**src/hdl/arts_pkg.sv**
```systemverilog
// ----------------------------------------------------------------------------
// arts_pkg: shared types and constants
// Field widths, operation and status codes, and the stored record layout of
// the anchor range table.
// ----------------------------------------------------------------------------
package arts_pkg;

	localparam int ADDR_W  = 16;
	localparam int RANGE_W = 24;
	localparam int LEVEL_W = 12;
	localparam int SLOT_W  = 4;

	// sample + newest + previous, three Q15.8 values
	localparam int SUM_W = RANGE_W + 2;

	// floor(2^28 / 3); the estimate is never more than one below the quotient
	localparam int DIV3_SHIFT = 28;
	localparam logic [26:0] DIV3_K = 27'd89478485;

	localparam logic [1:0] OP_ADD    = 2'd0;
	localparam logic [1:0] OP_UPDATE = 2'd1;
	localparam logic [1:0] OP_DELETE = 2'd2;

	localparam logic [1:0] ST_OK        = 2'd0;
	localparam logic [1:0] ST_NOT_FOUND = 2'd1;
	localparam logic [1:0] ST_ZERO_ADDR = 2'd2;
	localparam logic [1:0] ST_FULL      = 2'd3;

	typedef struct packed {
		logic [1:0]                op;
		logic [ADDR_W-1:0]         anchor_key;
		logic signed [RANGE_W-1:0] range_sample;
		logic signed [LEVEL_W-1:0] signal_level;
	} item_t;

	typedef struct packed {
		logic [1:0]                status;
		logic signed [RANGE_W-1:0] smoothed_range;
		logic [SLOT_W-1:0]         slot;
	} result_t;

	typedef struct packed {
		logic signed [RANGE_W-1:0] newest_range;
		logic signed [RANGE_W-1:0] previous_range;
		logic signed [LEVEL_W-1:0] level;
	} anchor_rec_t;

endpackage

```
**src/hdl/arts_store.sv**
```systemverilog
// ----------------------------------------------------------------------------
// arts_store: anchor table storage
// Key memory and record memory, one write port and one registered read port
// each, sharing the addresses.
// ----------------------------------------------------------------------------
module arts_store #(
	parameter int SLOTS = 16,
	localparam int IDX_W = (SLOTS > 1) ? $clog2(SLOTS) : 1
) (
	input  logic                               clk,
	input  logic [IDX_W-1:0]                   rd_addr,
	output logic [arts_pkg::ADDR_W-1:0]        key_rd,
	output arts_pkg::anchor_rec_t              rec_rd,
	input  logic                               wr_key_en,
	input  logic                               wr_rec_en,
	input  logic [IDX_W-1:0]                   wr_addr,
	input  logic [arts_pkg::ADDR_W-1:0]        wr_key,
	input  arts_pkg::anchor_rec_t              wr_rec
);
	import arts_pkg::*;

	logic [ADDR_W-1:0] key_mem [SLOTS];
	anchor_rec_t       rec_mem [SLOTS];

	always_ff @(posedge clk) begin
		if (wr_key_en) begin
			key_mem[wr_addr] <= wr_key;
		end
		key_rd <= key_mem[rd_addr];
	end

	always_ff @(posedge clk) begin
		if (wr_rec_en) begin
			rec_mem[wr_addr] <= wr_rec;
		end
		rec_rd <= rec_mem[rd_addr];
	end

endmodule

```
**src/hdl/arts_div3.sv**
```systemverilog
// ----------------------------------------------------------------------------
// arts_div3: signed divide by three, truncating toward zero
// Two stages: reciprocal multiply on the magnitude, then a single
// compare-and-increment correction and the sign.
// ----------------------------------------------------------------------------
module arts_div3 (
	input  logic                                    clk,
	input  logic signed [arts_pkg::SUM_W-1:0]       sum,
	output logic signed [arts_pkg::RANGE_W-1:0]     avg
);
	import arts_pkg::*;

	localparam int Q_W    = SUM_W - 1;
	localparam int PROD_W = SUM_W + 27;

	logic [SUM_W-1:0]  mag;
	logic [PROD_W-1:0] prod;
	logic [Q_W-1:0]    q0_s1;
	logic [SUM_W-1:0]  mag_s1;
	logic              neg_s1;
	logic [SUM_W:0]    rem;
	logic [Q_W-1:0]    q;
	logic [Q_W-1:0]    q_signed;

	always_comb begin
		mag  = sum[SUM_W-1] ? SUM_W'(-sum) : SUM_W'(sum);
		prod = PROD_W'(mag) * PROD_W'(DIV3_K);
	end

	always_ff @(posedge clk) begin
		q0_s1  <= prod[DIV3_SHIFT +: Q_W];
		mag_s1 <= mag;
		neg_s1 <= sum[SUM_W-1];
	end

	// remainder stays below six, so one step fixes the estimate
	always_comb begin
		rem      = (SUM_W+1)'(mag_s1) - ((SUM_W+1)'(q0_s1) * (SUM_W+1)'(3));
		q        = (rem >= (SUM_W+1)'(3)) ? q0_s1 + Q_W'(1) : q0_s1;
		q_signed = neg_s1 ? Q_W'(-q) : q;
	end

	always_ff @(posedge clk) begin
		avg <= q_signed[RANGE_W-1:0];
	end

endmodule

```
**src/hdl/anchor_range_table_smoother.sv**
```systemverilog
// ----------------------------------------------------------------------------
// anchor_range_table_smoother: ordered anchor table with range smoothing
// Add, update and delete on a table of anchors kept in insertion order.
// ----------------------------------------------------------------------------
// Usage:
//  A command is taken on a rising edge with start high and busy low. Each
//  command gives exactly one result, shown on result for one cycle with done
//  high; the receiver cannot stall, so it must take it then.
//  Add, zero address, undefined op and lookups on an empty table: done in the
//  cycle after the transfer, busy stays low.
//  Update that hits entry p: done after a linear search at one entry per
//  cycle through the key memory, the divide-by-three unit (S_DIV1, S_DIV2)
//  and the write-back state (S_WRB).
//  Delete of entry p with n entries: done after the search and the shift,
//  which moves one entry down per cycle.
//  Miss on update or delete: done after the search of all n entries.
//  A new command may be taken in the cycle that done is high.
//  Reset empties the table (entry count zero); memory contents are not
//  cleared, entries at or above the count are never used.
// ----------------------------------------------------------------------------
module anchor_range_table_smoother #(
	parameter int ANCHOR_SLOTS = 16
) (
	input  logic              clk,
	input  logic              arst_n,
	input  logic              start,
	output logic              busy,
	input  arts_pkg::item_t   item,
	output logic              done,
	output arts_pkg::result_t result
);
	import arts_pkg::*;

	localparam int IDX_W = (ANCHOR_SLOTS > 1) ? $clog2(ANCHOR_SLOTS) : 1;
	localparam int CNT_W = $clog2(ANCHOR_SLOTS + 1);

	typedef enum logic [5:0] {
		S_IDLE   = 6'b000001,
		S_SEARCH = 6'b000010,
		S_SHIFT  = 6'b000100,
		S_DIV1   = 6'b001000,
		S_DIV2   = 6'b010000,
		S_WRB    = 6'b100000
	} state_t;

	state_t             state_q, state_d;
	logic [CNT_W-1:0]   count_q, count_d;
	logic [IDX_W-1:0]   idx_q, idx_d;
	logic               done_q, done_d;
	result_t            res_q, res_d;

	item_t                     item_q;
	logic [IDX_W-1:0]          pos_q;
	logic signed [SUM_W-1:0]   sum_q;
	logic signed [RANGE_W-1:0] old_newest_q;

	logic                capture;
	logic                hit;
	logic                has_next;
	logic                has_next2;
	logic [IDX_W-1:0]    rd_addr;
	logic [ADDR_W-1:0]   key_rd;
	anchor_rec_t         rec_rd;
	logic                wr_key_en;
	logic                wr_rec_en;
	logic [IDX_W-1:0]    wr_addr;
	logic [ADDR_W-1:0]   wr_key;
	anchor_rec_t         wr_rec;
	logic signed [RANGE_W-1:0] avg;

	arts_store #(.SLOTS(ANCHOR_SLOTS)) u_store (
		.clk       (clk),
		.rd_addr   (rd_addr),
		.key_rd    (key_rd),
		.rec_rd    (rec_rd),
		.wr_key_en (wr_key_en),
		.wr_rec_en (wr_rec_en),
		.wr_addr   (wr_addr),
		.wr_key    (wr_key),
		.wr_rec    (wr_rec)
	);

	arts_div3 u_div3 (
		.clk (clk),
		.sum (sum_q),
		.avg (avg)
	);

	assign hit       = (key_rd == item_q.anchor_key);
	assign has_next  = ((CNT_W+1)'(idx_q) + (CNT_W+1)'(1)) < (CNT_W+1)'(count_q);
	assign has_next2 = ((CNT_W+1)'(idx_q) + (CNT_W+1)'(2)) < (CNT_W+1)'(count_q);

	always_comb begin
		state_d   = state_q;
		count_d   = count_q;
		idx_d     = idx_q;
		done_d    = 1'b0;
		res_d     = '0;
		capture   = 1'b0;
		rd_addr   = idx_q + IDX_W'(1);
		wr_key_en = 1'b0;
		wr_rec_en = 1'b0;
		wr_addr   = idx_q;
		wr_key    = key_rd;
		wr_rec    = rec_rd;

		case (state_q)
			S_IDLE: begin
				rd_addr = '0;
				if (start) begin
					capture = 1'b1;
					case (item.op)
						OP_ADD: begin
							done_d = 1'b1;
							if (item.anchor_key == '0) begin
								res_d.status = ST_ZERO_ADDR;
							end else if (count_q == CNT_W'(ANCHOR_SLOTS)) begin
								res_d.status = ST_FULL;
							end else begin
								wr_key_en  = 1'b1;
								wr_rec_en  = 1'b1;
								wr_addr    = IDX_W'(count_q);
								wr_key     = item.anchor_key;
								wr_rec     = '0;
								count_d    = count_q + CNT_W'(1);
								res_d.slot = SLOT_W'(count_q);
							end
						end
						OP_UPDATE, OP_DELETE: begin
							if (item.anchor_key == '0) begin
								done_d       = 1'b1;
								res_d.status = ST_ZERO_ADDR;
							end else if (count_q == '0) begin
								done_d       = 1'b1;
								res_d.status = ST_NOT_FOUND;
							end else begin
								idx_d   = '0;
								state_d = S_SEARCH;
							end
						end
						default: begin
							done_d       = 1'b1;
							res_d.status = ST_NOT_FOUND;
						end
					endcase
				end
			end
			S_SEARCH: begin
				if (hit) begin
					if (item_q.op == OP_UPDATE) begin
						state_d = S_DIV1;
					end else if (has_next) begin
						state_d = S_SHIFT;
					end else begin
						count_d    = count_q - CNT_W'(1);
						done_d     = 1'b1;
						res_d.slot = SLOT_W'(idx_q);
						state_d    = S_IDLE;
					end
				end else if (has_next) begin
					idx_d = idx_q + IDX_W'(1);
				end else begin
					done_d       = 1'b1;
					res_d.status = ST_NOT_FOUND;
					state_d      = S_IDLE;
				end
			end
			S_SHIFT: begin
				// read data holds entry idx+1; move it down one place
				wr_key_en = 1'b1;
				wr_rec_en = 1'b1;
				rd_addr   = idx_q + IDX_W'(2);
				if (has_next2) begin
					idx_d = idx_q + IDX_W'(1);
				end else begin
					count_d    = count_q - CNT_W'(1);
					done_d     = 1'b1;
					res_d.slot = SLOT_W'(pos_q);
					state_d    = S_IDLE;
				end
			end
			S_DIV1: begin
				state_d = S_DIV2;
			end
			S_DIV2: begin
				state_d = S_WRB;
			end
			S_WRB: begin
				wr_rec_en                  = 1'b1;
				wr_rec.newest_range        = avg;
				wr_rec.previous_range      = old_newest_q;
				wr_rec.level               = item_q.signal_level;
				done_d                     = 1'b1;
				res_d.smoothed_range       = avg;
				res_d.slot                 = SLOT_W'(idx_q);
				state_d                    = S_IDLE;
			end
			default: begin
				state_d = S_IDLE;
			end
		endcase
	end

	always_ff @(posedge clk or negedge arst_n) begin
		if (!arst_n) begin
			state_q <= S_IDLE;
			count_q <= '0;
			idx_q   <= '0;
			done_q  <= 1'b0;
		end else begin
			state_q <= state_d;
			count_q <= count_d;
			idx_q   <= idx_d;
			done_q  <= done_d;
		end
	end

	always_ff @(posedge clk) begin
		res_q <= res_d;
		if (capture) begin
			item_q <= item;
		end
		if ((state_q == S_SEARCH) && hit) begin
			pos_q        <= idx_q;
			old_newest_q <= rec_rd.newest_range;
			sum_q        <= SUM_W'(item_q.range_sample) + SUM_W'(rec_rd.newest_range)
			              + SUM_W'(rec_rd.previous_range);
		end
	end

	assign busy   = (state_q != S_IDLE);
	assign done   = done_q;
	assign result = res_q;

`ifndef NO_ASSERTIONS
	a_count_bound: assert property (@(posedge clk) disable iff (!arst_n)
		count_q <= CNT_W'(ANCHOR_SLOTS))
		else $error("entry count above table size");

	a_done_idle: assert property (@(posedge clk) disable iff (!arst_n)
		done_q |-> (state_q == S_IDLE))
		else $error("result shown while a command is still running");

	a_add_grows: assert property (@(posedge clk) disable iff (!arst_n)
		(start && !busy && (item.op == OP_ADD) && (item.anchor_key != '0)
		 && (count_q != CNT_W'(ANCHOR_SLOTS)))
		|=> (count_q == $past(count_q) + CNT_W'(1)))
		else $error("accepted add did not grow the table");

	a_fail_clean: assert property (@(posedge clk) disable iff (!arst_n)
		(done_q && (res_q.status != ST_OK))
		|-> ((res_q.slot == '0) && (res_q.smoothed_range == '0)))
		else $error("failed command reports a slot or range");

	a_shift_in_table: assert property (@(posedge clk) disable iff (!arst_n)
		(state_q == S_SHIFT) |-> has_next)
		else $error("delete shift reads beyond the table");
`endif

endmodule
```
**config.mk**
```make
export PLATFORM = sky130hd
export DESIGN_NAME = anchor_range_table_smoother
export DESIGN_NICKNAME = d
export VERILOG_FILES = /design/src/hdl/arts_pkg.sv /design/src/hdl/arts_store.sv /design/src/hdl/arts_div3.sv /design/src/hdl/anchor_range_table_smoother.sv
export SDC_FILE = /design/constraint.sdc
export NUM_CORES = 2
export LEC_CHECK = 0
export BUFFER_PORTS_ARGS = -buffer_cell sky130_fd_sc_hd__buf_2
export CAP_MARGIN = 10
export CORE_ASPECT_RATIO = 2
export CORE_MARGIN = 2
export CORE_UTILIZATION = 50
export CTS_CLUSTER_SIZE = 24
export DETAILED_ROUTE_END_ITERATION = 10
export PLACE_DENSITY_LB_ADDON = 0.05
export SYNTH_ARGS = -nofsm -noshare
export SYNTH_HDL_FRONTEND = slang
export SYNTH_HIERARCHICAL = 1
export SYNTH_SLANG_ARGS = --single-unit
```
**constraint.sdc**
```tcl
create_clock -name clk -period 19.8 [get_ports clk]
set_input_delay 0 -clock clk [delete_from_list [all_inputs] [get_ports clk]]
set_output_delay 0 -clock clk [all_outputs]
set_load 0.05 [all_outputs]
```
==> flow_metrics.env <==
export IMPL_grt_pass1_wl_mm=226
export IMPL_place_congestion=0.859
export IMPL_fin_crit_sh_pct=48.6
export IMPL_cts_htree_levels=3
export IMPL_port_buffers=76
export IMPL_seqPwrFrac_pct=39.5
export IMPL_ff2ff_path_depth=30
export IMPL_p_clk_share_pct=24.0
export IMPL_drc=0
export IMPL_tightest_slew_ns=1.14
export IMPL_slowest_stage="fa_1"
export IMPL_rsz0062_at_grt="no"
export IMPL_drt_wl_total_mm=153
export IMPL_netlist_area_um2=60800
export IMPL_cp_endpoint="u_div3/q0_s1[24]"
export IMPL_root_buffer="clkbuf_16"
export IMPL_drive_gt1_share_pct=16.1
export IMPL_path_max_fanout=6
export IMPL_fin_setup_tns_ns=0
export IMPL_r2r_slack_ns=10.17
export IMPL_layout_cells_non_filler=5622
export IMPL_cts_tree="built"
export IMPL_seqCellArea_um2=37400
export IMPL_multi_input_area_um2=21700
export IMPL_fin_skew_ns=0.0503
export IMPL_synthesis_instances=3796
export IMPL_leakage_uw=0.0245
export IMPL_final_common_cell="edfxtp_1"
export IMPL_die_y_um=497
export IMPL_p_comb_share_pct=36.6
export IMPL_cp_common_cell="fa_1"
export IMPL_power_density_nw_per_um2=141
export IMPL_ctsHoldBuffers=77
export IMPL_first_global_vias=34284
export IMPL_synth_area_per_cell_um2=16.0
export IMPL_crit_path_start="sum_q[4]"
export IMPL_cts_resized=0
export IMPL_critical_path_class="reg -> reg"
export IMPL_overflow=0
export IMPL_grt_max_degree=129
export IMPL_clkTransAtPathRegs_ns=0.07
export IMPL_outcome="finished, final reports clean"
export IMPL_crit_required_ns=20.44
export IMPL_maxSlewViolCount=0
export IMPL_drtIter0Drc=2806
export IMPL_max_freq_ghz=0.104
export IMPL_antenna_left=0
export IMPL_most_common_layout_cells="1,120 x edfxtp_1, 292 x inv_1, 266 x ha_1"
export IMPL_ios=89
export IMPL_reg2reg_from="sum_q[4]"
export IMPL_cts_buffer_depth=3
export IMPL_placed_cells=5330
export IMPL_cts_sinks=1306
export IMPL_p_int_uw=6290
export IMPL_setup_violations=0
export IMPL_cts_inserted_buffers=111
export IMPL_arrival_ns=10.26
export IMPL_slowest_delay_ns=0.67
export IMPL_via_per_inst=5.86
export IMPL_core_um2=121000
export IMPL_areaGrowthSynthToFinish_pct=11.3
export IMPL_swShare_pct=34.3
export IMPL_drtPass1Iterations=7
export IMPL_post_dp_hpwl_mm=93.7
export IMPL_start_util_pct=50.2
export IMPL_slew_headroom_pct=23.6
export IMPL_r2r_end="u_div3/q0_s1[24]"
export IMPL_finalHoldViolCount=0
export IMPL_insertion_delay_ns=0.75
export IMPL_ir_drop_mv=0.138
export IMPL_post_cts_buffers=0
export IMPL_chipWidth_um=251
export IMPL_drv_cap=0
export IMPL_p_sw_uw=3290
export IMPL_grt_use_total_pct=24.9
export IMPL_num_fill_cells=9508
export IMPL_die_area_um2=125000
export IMPL_vias=32970
export IMPL_min_path_type="in -> reg"
export IMPL_layout_nets=4491
export IMPL_grt_antenna_before_repair=10
export IMPL_worstSetupEndpointType="flip-flop"
export IMPL_cp_start_kind="flip-flop"
export IMPL_route_detailed_wl_per_inst_um=27.2
export IMPL_rows=181
export IMPL_fin_crit_ns=9.63
export IMPL_yosysWarnings=6
[critical path, delay by kind of cell (launching register included)]
family	cells	cell delay, ns
AO/OA/AOI/OAI	8	2.14
XOR/XNOR	1	0.35
adder cells (fa/ha/maj)	8	4.04
buffers and inverters	5	0.41
flip-flops	1	0.43
AND/OR/NAND/NOR	8	2.20
[through the flow]
| stage | setup WS, ns | hold WS, ns | utilization [%] | cell area (µm²) | power, µW |
|---|---|---|---|---|---|
| after floorplan | 11.43 | -0.296 | - | 60800 | 6410 |
| after global placement | 10.12 | -0.0471 | 52.1 | 63100 | 7280 |
| after detailed placement | 10.10 | -0.0422 | 52.1 | 63100 | 7330 |
| after CTS | 10.05 | 0.00325 | 55.9 | 67700 | 9640 |
| after global routing | 9.40 | 0.0334 | 55.9 | 67700 | 10100 |
| final | 10.17 | 0.0349 | 55.9 | 67700 | 9580 |
[metal layers]
metal / share of wire (%) / vias to the layer above / global-route usage [%]
met1: 43 / 17113 / 34.9
met2: 49 / 937 / 41.2
li1: - / 14735 / -
met4: 2.6 / 4 / 7.56
met5: 0.016 / - / 0
met3: 5.3 / 181 / 2.91
[sequential cells by signal, summed over array words and instances, names as in the netlist, 16 cells and up]
register,cells
item_q,42
old_newest_q,24
result,30
sum_q,26
u_div3/avg,24
u_div3/mag_s1,26
u_div3/q0_s1,25
u_store/key_mem,256
u_store/key_rd,16
u_store/rec_mem,768
u_store/rec_rd,48
[area by class of cell]
class / count / share of cell area, %
Clock buffer: 156 / 4.72
Timing Repair Buffer: 215 / 2.42
Clock inverter: 54 / 0.983
Antenna cell: 5 / 0.0185
Multi-Input combinational cell: 2034 / 32.1
Tap cell: 1555 / 2.87
Sequential cell: 1306 / 55.3
Inverter: 297 / 1.65
[power by group through the flow]
| stage | clock network, µW | registers (µW) | logic, µW |
|---|---|---|---|
| detailed placement | 0 | 3840 | 3490 |
| finish | 2300 | 3780 | 3500 |
| global route | 2430 | 3790 | 3870 |
| CTS | 2340 | 3780 | 3520 |
| global placement | 0 | 3840 | 3440 |
| floorplan | 0 | 3710 | 2690 |
[worst min path at each step]
stage | start | endpoint | slack, ns | depth (start not counted)
after floorplan | arst_n | count_q[0] | -0.30 | 0
after global placement | arst_n | state_q[5] | -0.05 | 1
after detailed placement | arst_n | done | -0.04 | 1
after CTS | item[41] | item_q[41] | 0.003 | 2
after global routing | item[24] | item_q[24] | 0.03 | 2
final | item[24] | item_q[24] | 0.03 | 2
Note: power is estimated with default switching activity, not from simulation.
